## config.mk

```make
export PLATFORM = sky130hd
export DESIGN_NAME = frequency_ordered_list_locate_flat
export DESIGN_NICKNAME = d
export VERILOG_FILES = /design/src/sv/fol_pkg.sv /design/src/sv/fol_req_if.sv /design/src/sv/fol_rsp_if.sv /design/src/sv/fol_cell.sv /design/src/sv/frequency_ordered_list_locate.sv /design/src/flat_wrapper.sv
export VERILOG_INCLUDE_DIRS = /design/src /design/src/sv
export SDC_FILE = /design/constraint.sdc
export NUM_CORES = 2
export LEC_CHECK = 0
export ABC_CLOCK_PERIOD_IN_PS = 7500
export CORE_MARGIN = 4
export CORE_UTILIZATION = 55
export DETAILED_ROUTE_END_ITERATION = 8
export DONT_BUFFER_PORTS = 1
export PLACE_DENSITY = 0.8
export SYNTH_ARGS = -nofsm -noshare
export SYNTH_HDL_FRONTEND = slang
export SYNTH_SLANG_ARGS = --single-unit
export TNS_END_PERCENT = 5
```

## constraint.sdc

```tcl
create_clock -name clk -period 7.5 [get_ports clk]
set_input_delay 1.125 -clock clk [delete_from_list [all_inputs] [get_ports clk]]
set_output_delay 1.125 -clock clk [all_outputs]
set_load 0.02 [all_outputs]
```

## src/sv/frequency_ordered_list_locate_macros.svh

```systemverilog
// ----------------------------------------------------------------------------
// Frequency ordered list: assertion macros
// Shared concurrent assertion forms, clocked on clk and disabled in reset.
// ----------------------------------------------------------------------------
`ifndef FREQUENCY_ORDERED_LIST_LOCATE_MACROS_SVH
`define FREQUENCY_ORDERED_LIST_LOCATE_MACROS_SVH

// Same-cycle implication.
`define FOL_ASSERT_IMP(label, ante, cons, msg) \
    label: assert property (@(posedge clk) disable iff (!rst_n) (ante) |-> (cons)) \
        else $error(msg);

// Next-cycle implication.
`define FOL_ASSERT_NXT(label, ante, cons, msg) \
    label: assert property (@(posedge clk) disable iff (!rst_n) (ante) |=> (cons)) \
        else $error(msg);

`endif

```

## src/sv/fol_pkg.sv

```systemverilog
// ----------------------------------------------------------------------------
// Frequency ordered list: package
// Request and status codes, cell command type.
// ----------------------------------------------------------------------------
package fol_pkg;

    localparam logic [1:0] REQ_APPEND = 2'd0;
    localparam logic [1:0] REQ_LOCATE = 2'd1;
    localparam logic [1:0] REQ_READ   = 2'd2;

    localparam logic [1:0] ST_OK        = 2'd0;
    localparam logic [1:0] ST_NOT_FOUND = 2'd1;
    localparam logic [1:0] ST_FULL      = 2'd2;
    localparam logic [1:0] ST_BAD_INDEX = 2'd3;

    // broadcast to every cell
    typedef struct packed {
        logic find;   // latch frontmost match
        logic move;   // apply locate reorder
    } fol_cmd_t;

endpackage

```

## src/sv/fol_req_if.sv

```systemverilog
// ----------------------------------------------------------------------------
// Frequency ordered list: request channel
// valid/ready channel carrying one request item.
// ----------------------------------------------------------------------------
interface fol_req_if;

    logic       valid;
    logic       ready;
    logic [1:0] req_type;
    logic [7:0] symbol;
    logic [3:0] index;

    modport source (output valid, output req_type, output symbol, output index,
                    input ready);
    modport sink   (input valid, input req_type, input symbol, input index,
                    output ready);

endinterface

```

## src/sv/fol_rsp_if.sv

```systemverilog
// ----------------------------------------------------------------------------
// Frequency ordered list: response channel
// valid/ready channel carrying one result item.
// ----------------------------------------------------------------------------
interface fol_rsp_if;

    logic        valid;
    logic        ready;
    logic [1:0]  status;
    logic [7:0]  symbol_out;
    logic [15:0] count_out;
    logic [3:0]  position;

    modport source (output valid, output status, output symbol_out,
                    output count_out, output position, input ready);
    modport sink   (input valid, input status, input symbol_out,
                    input count_out, input position, output ready);

endinterface

```

## src/sv/fol_cell.sv

```systemverilog
// ----------------------------------------------------------------------------
// Frequency ordered list: list cell
// One list position: symbol and count, match and reorder decisions.
// ----------------------------------------------------------------------------
module fol_cell
    import fol_pkg::*;
#(
    parameter int SYMBOL_BITS = 8,
    parameter int COUNT_BITS  = 16
)
(
    input  logic                   clk,
    input  logic                   rst_n,
    input  fol_cmd_t               cmd,
    input  logic                   entry_valid,
    input  logic                   append_here,
    input  logic [SYMBOL_BITS-1:0] key,
    input  logic [COUNT_BITS-1:0]  new_count,
    input  logic [SYMBOL_BITS-1:0] left_symbol,
    input  logic [COUNT_BITS-1:0]  left_count,
    input  logic                   found_in,
    output logic                   found_out,
    input  logic                   after_in,
    output logic                   after_out,
    input  logic                   lt_in,
    output logic                   lt_out,
    output logic                   hit,
    output logic                   target,
    output logic [SYMBOL_BITS-1:0] symbol,
    output logic [COUNT_BITS-1:0]  count
);

    logic [SYMBOL_BITS-1:0] sym_reg;
    logic [COUNT_BITS-1:0]  cnt_reg;
    logic                   hit_reg;
    logic                   match;
    logic                   span;
    logic                   shift;

    assign match     = entry_valid && (sym_reg == key);
    assign found_out = found_in | match;

    // after_in: the hit lies further toward the tail
    assign after_out = hit_reg | after_in;
    assign lt_out    = after_in && (cnt_reg < new_count);
    assign span      = after_in | hit_reg;
    assign shift     = cmd.move && lt_in && span;
    assign target    = span && !lt_in && (lt_out || hit_reg);

    assign hit    = hit_reg;
    assign symbol = sym_reg;
    assign count  = cnt_reg;

    always_ff @(posedge clk or negedge rst_n)
    begin
        if (!rst_n)
        begin
            hit_reg <= 1'b0;
        end
        else if (cmd.find)
        begin
            hit_reg <= match && !found_in;
        end
    end

    always_ff @(posedge clk)
    begin
        if (append_here)
        begin
            sym_reg <= key;
            cnt_reg <= '0;
        end
        else if (shift)
        begin
            sym_reg <= left_symbol;
            cnt_reg <= left_count;
        end
        else if (cmd.move && target)
        begin
            sym_reg <= key;
            cnt_reg <= new_count;
        end
    end

endmodule

```

## src/sv/frequency_ordered_list_locate.sv

```systemverilog
// ----------------------------------------------------------------------------
// Frequency ordered list locate: top level
// Self-organizing list kept in a row of cells, ordered by access count.
// ----------------------------------------------------------------------------
//  channel  dir  payload                                   handshake
//  req      in   req_type, symbol, index                   valid/ready
//  rsp      out  status, symbol_out, count_out, position   valid/ready
//
//  Every item passes the accept edge, where all cells compare the symbol in
//  parallel, and then the execute edge, where the cells shift/load.
//  A new item is not accepted until the last one has finished its
//  compare-then-reorder pass through the cell row.
//  A stalled rsp holds the execute step until the output register frees.
//  Reset empties the list; no clearing pass, cells beyond the fill count
//  are never read.
// ----------------------------------------------------------------------------
`include "frequency_ordered_list_locate_macros.svh"

module frequency_ordered_list_locate
    import fol_pkg::*;
#(
    parameter int LIST_DEPTH  = 16,
    parameter int COUNT_BITS  = 16,
    parameter int SYMBOL_BITS = 8
)
(
    input  logic     clk,
    input  logic     rst_n,
    fol_req_if.sink  req,
    fol_rsp_if.source rsp
);

    localparam int IW = $clog2(LIST_DEPTH);
    localparam int TW = $clog2(LIST_DEPTH + 1);

    localparam logic S_IDLE = 1'b0;
    localparam logic S_RUN  = 1'b1;

    // control
    logic                   state_reg, state_next;
    logic [TW-1:0]          total_reg, total_next;
    logic                   found_any_reg;

    // captured request
    logic [1:0]             type_reg;
    logic [SYMBOL_BITS-1:0] key_reg;
    logic [3:0]             idx_reg;

    // output register
    logic                   out_valid_reg;
    logic [1:0]             status_reg;
    logic [7:0]             sym_out_reg;
    logic [15:0]            cnt_out_reg;
    logic [3:0]             pos_out_reg;

    logic                   accept;
    logic                   go;
    logic                   full;
    logic                   read_ok;
    logic                   do_append;
    logic                   do_move;
    fol_cmd_t               cmd;
    logic [SYMBOL_BITS-1:0] key;

    // cell row wiring
    logic [SYMBOL_BITS-1:0] sym_arr  [LIST_DEPTH];
    logic [COUNT_BITS-1:0]  cnt_arr  [LIST_DEPTH];
    logic [SYMBOL_BITS-1:0] left_sym [LIST_DEPTH];
    logic [COUNT_BITS-1:0]  left_cnt [LIST_DEPTH];
    logic [LIST_DEPTH:0]    found_ch;
    logic [LIST_DEPTH:0]    after_ch;
    logic [LIST_DEPTH:0]    lt_ch;
    logic [LIST_DEPTH-1:0]  hit_vec;
    logic [LIST_DEPTH-1:0]  target_vec;
    logic [LIST_DEPTH-1:0]  valid_vec;
    logic [LIST_DEPTH-1:0]  append_vec;
    logic [LIST_DEPTH-1:0]  sel_vec;

    // reductions over the row
    logic [COUNT_BITS-1:0]  hit_cnt;
    logic [COUNT_BITS-1:0]  new_cnt;
    logic [SYMBOL_BITS-1:0] rd_sym;
    logic [COUNT_BITS-1:0]  rd_cnt;
    logic [IW-1:0]          tgt_pos;

    assign accept    = req.valid && req.ready;
    assign req.ready = (state_reg == S_IDLE);
    assign go        = (state_reg == S_RUN) && (!out_valid_reg || rsp.ready);

    assign full      = (total_reg >= TW'(LIST_DEPTH));
    assign read_ok   = (32'(idx_reg) < 32'(total_reg));
    assign do_append = go && (type_reg == REQ_APPEND) && !full;
    assign do_move   = go && (type_reg == REQ_LOCATE) && found_any_reg;

    assign cmd.find  = accept && (req.req_type == REQ_LOCATE);
    assign cmd.move  = do_move;

    // compare against live input on the accept edge, captured key later
    assign key = (state_reg == S_IDLE) ? SYMBOL_BITS'(req.symbol) : key_reg;

    assign found_ch[0]          = 1'b0;
    assign lt_ch[0]             = 1'b0;
    assign after_ch[LIST_DEPTH] = 1'b0;

    for (genvar i = 0; i < LIST_DEPTH; i++)
    begin : g_cell
        assign valid_vec[i]  = (total_reg > TW'(i));
        assign append_vec[i] = do_append && (total_reg == TW'(i));
        assign sel_vec[i]    = (32'(idx_reg) == 32'(i));

        if (i == 0)
        begin : g_front
            assign left_sym[i] = sym_arr[i];
            assign left_cnt[i] = cnt_arr[i];
        end
        else
        begin : g_rest
            assign left_sym[i] = sym_arr[i-1];
            assign left_cnt[i] = cnt_arr[i-1];
        end

        fol_cell #(
            .SYMBOL_BITS (SYMBOL_BITS),
            .COUNT_BITS  (COUNT_BITS)
        ) u_cell (
            .clk         (clk),
            .rst_n       (rst_n),
            .cmd         (cmd),
            .entry_valid (valid_vec[i]),
            .append_here (append_vec[i]),
            .key         (key),
            .new_count   (new_cnt),
            .left_symbol (left_sym[i]),
            .left_count  (left_cnt[i]),
            .found_in    (found_ch[i]),
            .found_out   (found_ch[i+1]),
            .after_in    (after_ch[i+1]),
            .after_out   (after_ch[i]),
            .lt_in       (lt_ch[i]),
            .lt_out      (lt_ch[i+1]),
            .hit         (hit_vec[i]),
            .target      (target_vec[i]),
            .symbol      (sym_arr[i]),
            .count       (cnt_arr[i])
        );
    end

    // one-hot selects: OR of gated values
    always_comb
    begin
        hit_cnt = '0;
        rd_sym  = '0;
        rd_cnt  = '0;
        tgt_pos = '0;
        for (int i = 0; i < LIST_DEPTH; i++)
        begin
            if (hit_vec[i])
            begin
                hit_cnt = hit_cnt | cnt_arr[i];
            end
            if (sel_vec[i])
            begin
                rd_sym = rd_sym | sym_arr[i];
                rd_cnt = rd_cnt | cnt_arr[i];
            end
            if (target_vec[i])
            begin
                tgt_pos = tgt_pos | IW'(i);
            end
        end
    end

    // saturating increment
    assign new_cnt = (hit_cnt == '1) ? hit_cnt : hit_cnt + COUNT_BITS'(1);

    always_comb
    begin
        state_next = state_reg;
        total_next = total_reg;
        unique case (state_reg)
            S_IDLE:
            begin
                if (accept)
                begin
                    state_next = S_RUN;
                end
            end
            S_RUN:
            begin
                if (go)
                begin
                    state_next = S_IDLE;
                end
                if (do_append)
                begin
                    total_next = total_reg + TW'(1);
                end
            end
            default:
            begin
                state_next = S_IDLE;
            end
        endcase
    end

    always_ff @(posedge clk or negedge rst_n)
    begin
        if (!rst_n)
        begin
            state_reg     <= S_IDLE;
            total_reg     <= '0;
            found_any_reg <= 1'b0;
            out_valid_reg <= 1'b0;
        end
        else
        begin
            state_reg <= state_next;
            total_reg <= total_next;
            if (accept)
            begin
                found_any_reg <= found_ch[LIST_DEPTH];
            end
            if (go)
            begin
                out_valid_reg <= 1'b1;
            end
            else if (rsp.ready)
            begin
                out_valid_reg <= 1'b0;
            end
        end
    end

    always_ff @(posedge clk)
    begin
        if (accept)
        begin
            type_reg <= req.req_type;
            key_reg  <= SYMBOL_BITS'(req.symbol);
            idx_reg  <= req.index;
        end
        if (go)
        begin
            case (type_reg)
                REQ_APPEND:
                begin
                    status_reg  <= full ? ST_FULL : ST_OK;
                    sym_out_reg <= 8'(key_reg);
                    cnt_out_reg <= '0;
                    pos_out_reg <= full ? 4'd0 : 4'(total_reg);
                end
                REQ_LOCATE:
                begin
                    status_reg  <= found_any_reg ? ST_OK : ST_NOT_FOUND;
                    sym_out_reg <= 8'(key_reg);
                    cnt_out_reg <= found_any_reg ? 16'(new_cnt) : 16'd0;
                    pos_out_reg <= found_any_reg ? 4'(tgt_pos) : 4'd0;
                end
                REQ_READ:
                begin
                    status_reg  <= read_ok ? ST_OK : ST_BAD_INDEX;
                    sym_out_reg <= read_ok ? 8'(rd_sym) : 8'd0;
                    cnt_out_reg <= read_ok ? 16'(rd_cnt) : 16'd0;
                    pos_out_reg <= read_ok ? idx_reg : 4'd0;
                end
                default:
                begin
                    status_reg  <= ST_BAD_INDEX;
                    sym_out_reg <= '0;
                    cnt_out_reg <= '0;
                    pos_out_reg <= '0;
                end
            endcase
        end
    end

    assign rsp.valid      = out_valid_reg;
    assign rsp.status     = status_reg;
    assign rsp.symbol_out = sym_out_reg;
    assign rsp.count_out  = cnt_out_reg;
    assign rsp.position   = pos_out_reg;

    `FOL_ASSERT_IMP(a_total_bound, 1'b1, total_reg <= TW'(LIST_DEPTH), "fill count above depth")
    `FOL_ASSERT_IMP(a_hit_single, state_reg == S_RUN, $onehot0(hit_vec), "more than one hit cell")
    `FOL_ASSERT_IMP(a_move_target, do_move, $onehot(target_vec) && $onehot(hit_vec), "reorder without single target")
    `FOL_ASSERT_NXT(a_append_grow, do_append, total_reg == $past(total_reg) + TW'(1), "append lost")

endmodule

```

## src/flat_wrapper.sv

```systemverilog
// flat-port wrapper written by rule: the top's interface ports become plain ports
module frequency_ordered_list_locate_flat import fol_pkg::*;
#(
    parameter int LIST_DEPTH  = 16,
    parameter int COUNT_BITS  = 16,
    parameter int SYMBOL_BITS = 8
)
  (clk, rst_n, req_valid, req_req_type, req_symbol, req_index, req_ready, rsp_valid, rsp_status, rsp_symbol_out, rsp_count_out, rsp_position, rsp_ready);
  fol_req_if req_i ();
  fol_rsp_if rsp_i ();
  input  logic clk;
  input  logic rst_n;
  input wire logic [$bits(req_i.valid)-1:0] req_valid;
  input wire logic [$bits(req_i.req_type)-1:0] req_req_type;
  input wire logic [$bits(req_i.symbol)-1:0] req_symbol;
  input wire logic [$bits(req_i.index)-1:0] req_index;
  output wire logic [$bits(req_i.ready)-1:0] req_ready;
  output wire logic [$bits(rsp_i.valid)-1:0] rsp_valid;
  output wire logic [$bits(rsp_i.status)-1:0] rsp_status;
  output wire logic [$bits(rsp_i.symbol_out)-1:0] rsp_symbol_out;
  output wire logic [$bits(rsp_i.count_out)-1:0] rsp_count_out;
  output wire logic [$bits(rsp_i.position)-1:0] rsp_position;
  input wire logic [$bits(rsp_i.ready)-1:0] rsp_ready;
  assign req_i.valid = req_valid;
  assign req_i.req_type = req_req_type;
  assign req_i.symbol = req_symbol;
  assign req_i.index = req_index;
  assign req_ready = req_i.ready;
  assign rsp_valid = rsp_i.valid;
  assign rsp_status = rsp_i.status;
  assign rsp_symbol_out = rsp_i.symbol_out;
  assign rsp_count_out = rsp_i.count_out;
  assign rsp_position = rsp_i.position;
  assign rsp_i.ready = rsp_ready;
  frequency_ordered_list_locate #(.LIST_DEPTH(LIST_DEPTH), .COUNT_BITS(COUNT_BITS), .SYMBOL_BITS(SYMBOL_BITS)) u_core (.clk(clk), .rst_n(rst_n), .req(req_i), .rsp(rsp_i));
endmodule
```

==> impl.org <==
** Status
- The run finished, with violations left.
- Violated checks :: design-rule violations, max-capacitance violations, max-slew violations

** CTS
- The clock passes through at most 3 buffers.
- The root buffer cell chosen for the clock tree is clkbuf_16.
- Post-CTS Hold Fix Bufs :: 0
- Number of H-tree levels :: 2
- Clock-pin slew was measured on the worst setup and hold paths at 70 ps.
- Counting every sink on the clock net gives approximately 450.
- Once the clock tree was built, the resizer swapped 0 gates to a different size.
- Post-CTS Setup Inserts :: 0
- Clk Latency, worst-skew pair :: roughly 640 ps
- Total clock buffers created by CTS :: 52
- TritonCTS clock tree :: done

** Pwr
- Combinational power share :: 0.193
- Pint :: 4.580 mW
- Power per cell area :: 196.2 nW/um^2
- Of the total power, the share spent switching nets is 0.3189.
- Overall Power :: 6.725 mW
- Summed over all cells, the static leakage comes to 13.37 nW.
- Clock Power Share :: 0.387
- Of the total power, registers draw 0.420.
- Switching power summed over all nets :: 2.145 mW
- Max IR drop VDD :: 195.8 uV

** Yosys
- Synth Warn # :: 0
- Of the post-synthesis cell area, the dominant cell type holds 0.1674.
- Arithmetic-cell share of the synthesized area counting full adders, half adders and majority gates :: 0.09611
- Yosys attributes the largest share of cell area to edfxtp_1 (17%), dfxtp_1 (17%), ha_1 (9.6%).
- In this run the cell area of the synthesized design comes to about 31000 sq um.
- Sequential-to-total area share from yosys stat :: 0.3530
- The largest total area in the synthesized netlist belongs to edfxtp_1.
- The number of nets handed over by synthesis was 3510.
- Avg Cell Area, Syn :: 9.478 sq um
- The synthesized design contains 172 enable-type register cells.
- Async set or reset register ratio after synthesis :: 0.05310
- In this run, distinct cell masters in the synthesized netlist total 94.
- Largest family of logic cells by synthesized area :: compound AO/OA/AOI/OAI gates
- Synth Flop Type :: dfxtp_1
- Share of cell area taken by muxes after synthesis :: 0.09745
- Xor/xnor cell area share of the yosys netlist :: 0.03889
- Compound-cell area share of the yosys netlist :: 0.2457
- Synthesis handed over a netlist of 3255 instances.
- Of the total synthesized cell area, the portion taken by AND, OR, NAND and NOR gates is 0.1292.
- Flop and latch count out of synthesis :: ~450

** Timing
- The final count of hold timing violations is 0.
- Timing would allow up to 134.9 MHz.
- Setup repair after global routing missed its margin :: false
- Subtracting the final worst setup slack from the clock period gives 7410 ps.
- Worst setup skew after layout :: 24.58 ps
- Post-route fraction of the period consumed by the critical path :: 0.9881
- Worst max-slew margin expressed relative to the limit :: -0.01883
- Setup total negative slack :: 0 ps
- Setup violation total in the final timing report :: 0
- Final-layout worst hold slack :: 183.2 ps
- Number of max-slew violations in the final report :: 19
- Slew at the pin with the worst max-slew slack :: approximately 1500 ps

** Route
- Post-Route WL :: 144.0 mm
- Count of vias placed by the detailed router :: 31227
- Detailed Route Iter0 Violations :: between 5000 and 6000
- The detail route stage leaves a number of antenna-violating nets equal to 0.
- In the routed layout, each cell is associated on average with a via count of 7.626.
- First-pass iteration count of the detailed router :: 9
- Number of remaining DRC errors :: around 180
- Average wire length per cell after detail routing :: ~35 um

** Layout
- At the end of the flow, the number of nets in the layout was roughly 3600.
- The register with the most flip-flops in the layout has 256 of them.
- Layout-stage area growth over the synthesis result :: 11.11%
- In the final layout, the share of cells above drive strength 1 is 0.1403.
- The finished layout holds 4095 standard cells, fillers aside.

** Critical path
- For the worst setup path, the data required time is between 7000 and 8000 ps.
- Data on the critical path arrives at its endpoint at just under 8000 ps.
- Destination of the critical timing path :: u_core.rsp.position[0]
- CP endpoint kind :: flop
- CP max FO :: 23
- Worst r2r src :: u_core.g_cell[2].u_cell.hit
- Worst reg-to-reg path cell count :: 20
- First element of the critical path :: u_core.g_cell[2].u_cell.hit
- Register-to-register setup slack :: 90 ps
- Category of the worst setup path launch point :: flop
- Class of the most critical setup path :: flop to flop
- The worst register-to-register path ends at u_core.rsp.position[0].

** Global routing
- Entering global routing, the biggest net connects a little under 60 pins.
- The layer flagged by global routing as most heavily used is met1.
- Total Routing Usage GR :: 0.4587
- For met2 alone, demand over resource in global routing was 0.6080.
- The first global-routing pass estimated about 200 mm of wire.
- The number of antenna violations at the first check in global routing came to 4.
- Met1 global-route usage :: 0.6202
- Number of global-route vias before repair :: 29098
- For met3 alone, demand over resource in global routing was 0.2661.
- Overflow after GRT :: 0

** Placed design
- Once placement completed, the tool counted placed cells totaling between 3000 and 4000.
- Routability congestion estimate from global placement :: 1.188
- Buffers placed on the I/O ports in this run total 0.
- After legalization and detailed placement, the total HPWL measured 109.7 mm.

** Flow run
- Across the run, the number of max-cap violations was 2.

** Hold path
- In this run the worst hold path is classified as primary input to async pin.

** Floorplanning
- Die footprint :: roughly 60000 sq um
- The die is about 240 um wide.
- Number of top-level pins :: 50
- The region available for standard cell placement spans 55310 sq um.
- For this configuration, the core starts out at a cell density of 0.5578.
- Row generation in the floorplan step produced 86 rows.
- From bottom edge to top edge, the die measures 244.8 um.
==> Yosys cell counts, types with 54 or more instances <==
library cell  number
nor2_1           260
dfxtp_1          256
ha_1             237
a21oi_1          228
mux2i_1          213
edfxtp_1         172
o21ai_0          155
nand2_1          144
clkbuf_1         139
xnor2_1          130
a221oi_1         120
a22o_1           118
a22oi_1           97
a211oi_1          85
nand4_1           82
nand3_1           77
o2bb2ai_1         63
mux2_2            61
nor3_1            54
==> worst max-delay path: stages (launching register included) <==
cell and delay (ps):
dfrtp_1 470, buf_4 310, a22o_1 200, a221oi_1 50, and4_1 220, nor4_2 550, and4b_1 320, buf_4 240
nand2_1 390, o21ai_1 290, clkinv_1 90, buf_4 270, ha_1 280, a2111oi_0 350, o21ai_0 170, a31o_2 280
a221oi_1 610, o21ai_1 420, and2_1 340, a2111oi_0 890, a221oi_1 320
==> through the flow <==
| stage | utilization | instance area, sq um | worst slack (ps) |
|---|---|---|---|
| 6_report | 0.6198 | 34280 | 89.58 |
| 5_1_grt | 0.6197 | 34270 | 48.09 |
| 4_1_cts | 0.6196 | 34270 | 602.9 |
| 3_5_place_dp | 0.5890 | 32580 | 648.7 |
| 3_3_place_gp | 0.5890 | 32580 | 542.6 |
| 2_1_floorplan | - | 30850 | 662.3 |
==> cell usage in the layout (no fill, tap or decap), drive strengths merged, types with 120 or more instances in the layout <==
master / instances
nor2: 260
edfxtp: 172
nand2: 145
dfxtp: 256
buf: 225
a221oi: 120
xnor2: 130
o21ai: 160
mux2i: 213
a21oi: 230
ha: 237
==> layout make-up <==
class,count,area (sq um)
clock buffer,63,1363
timing repair buffer,225,1689
fill,4634,21030
tap,748,935.9
inverter,43,161.4
sequential,452,10890
multi-input combinational,2527,18900
antenna,4,10.01
clock inverter,33,327.8
==> routing by layer <==
layer | share of wire | vias to the layer above
met1 | 0.38 | 15201
met2 | 0.38 | 2770
met5 | 0.0029 | -
met3 | 0.19 | 528
li1 | - | 12716
met4 | 0.043 | 12
==> power by group through the flow <==
stage	Combinational [mW]	Clock (mW)	Sequential (mW)
3_3_place_gp	1.19	0	2.86
6_report	1.29	2.60	2.83
2_1_floorplan	0.788	0	2.81
3_5_place_dp	1.22	0	2.86
4_1_cts	1.23	2.59	2.81
5_1_grt	1.35	2.69	2.82
==> worst min path at each step <==
stage	startpoint	cells after the start	slack (ps)	endpoint
after floorplan	u_core.g_cell[15].u_cell.count[13]	2	440	u_core.g_cell[15].u_cell.count[13]
after global placement	u_core.g_cell[15].u_cell.count[13]	2	460	u_core.g_cell[15].u_cell.count[13]
after detailed placement	u_core.g_cell[15].u_cell.count[0]	2	470	u_core.g_cell[15].u_cell.count[0]
after CTS	rst_n	0	170	u_core.g_cell[14].u_cell.hit
after global routing	rst_n	0	180	u_core.g_cell[10].u_cell.hit
final	rst_n	0	180	u_core.total_reg[3]
==> kinds of logic (layout without fill, tap and decap cells) <==
kind of cell | after synthesis | after routing
compound gates | 1064 | 1064
simple gates | 800 | 800
flops | 452 | 452
mux | 289 | 289
buf+inv | 276 | 364
fa+ha+maj | 237 | 237
xor+xnor | 137 | 137
other cells | 0 | 4
Power figures use the tool's default switching activity.
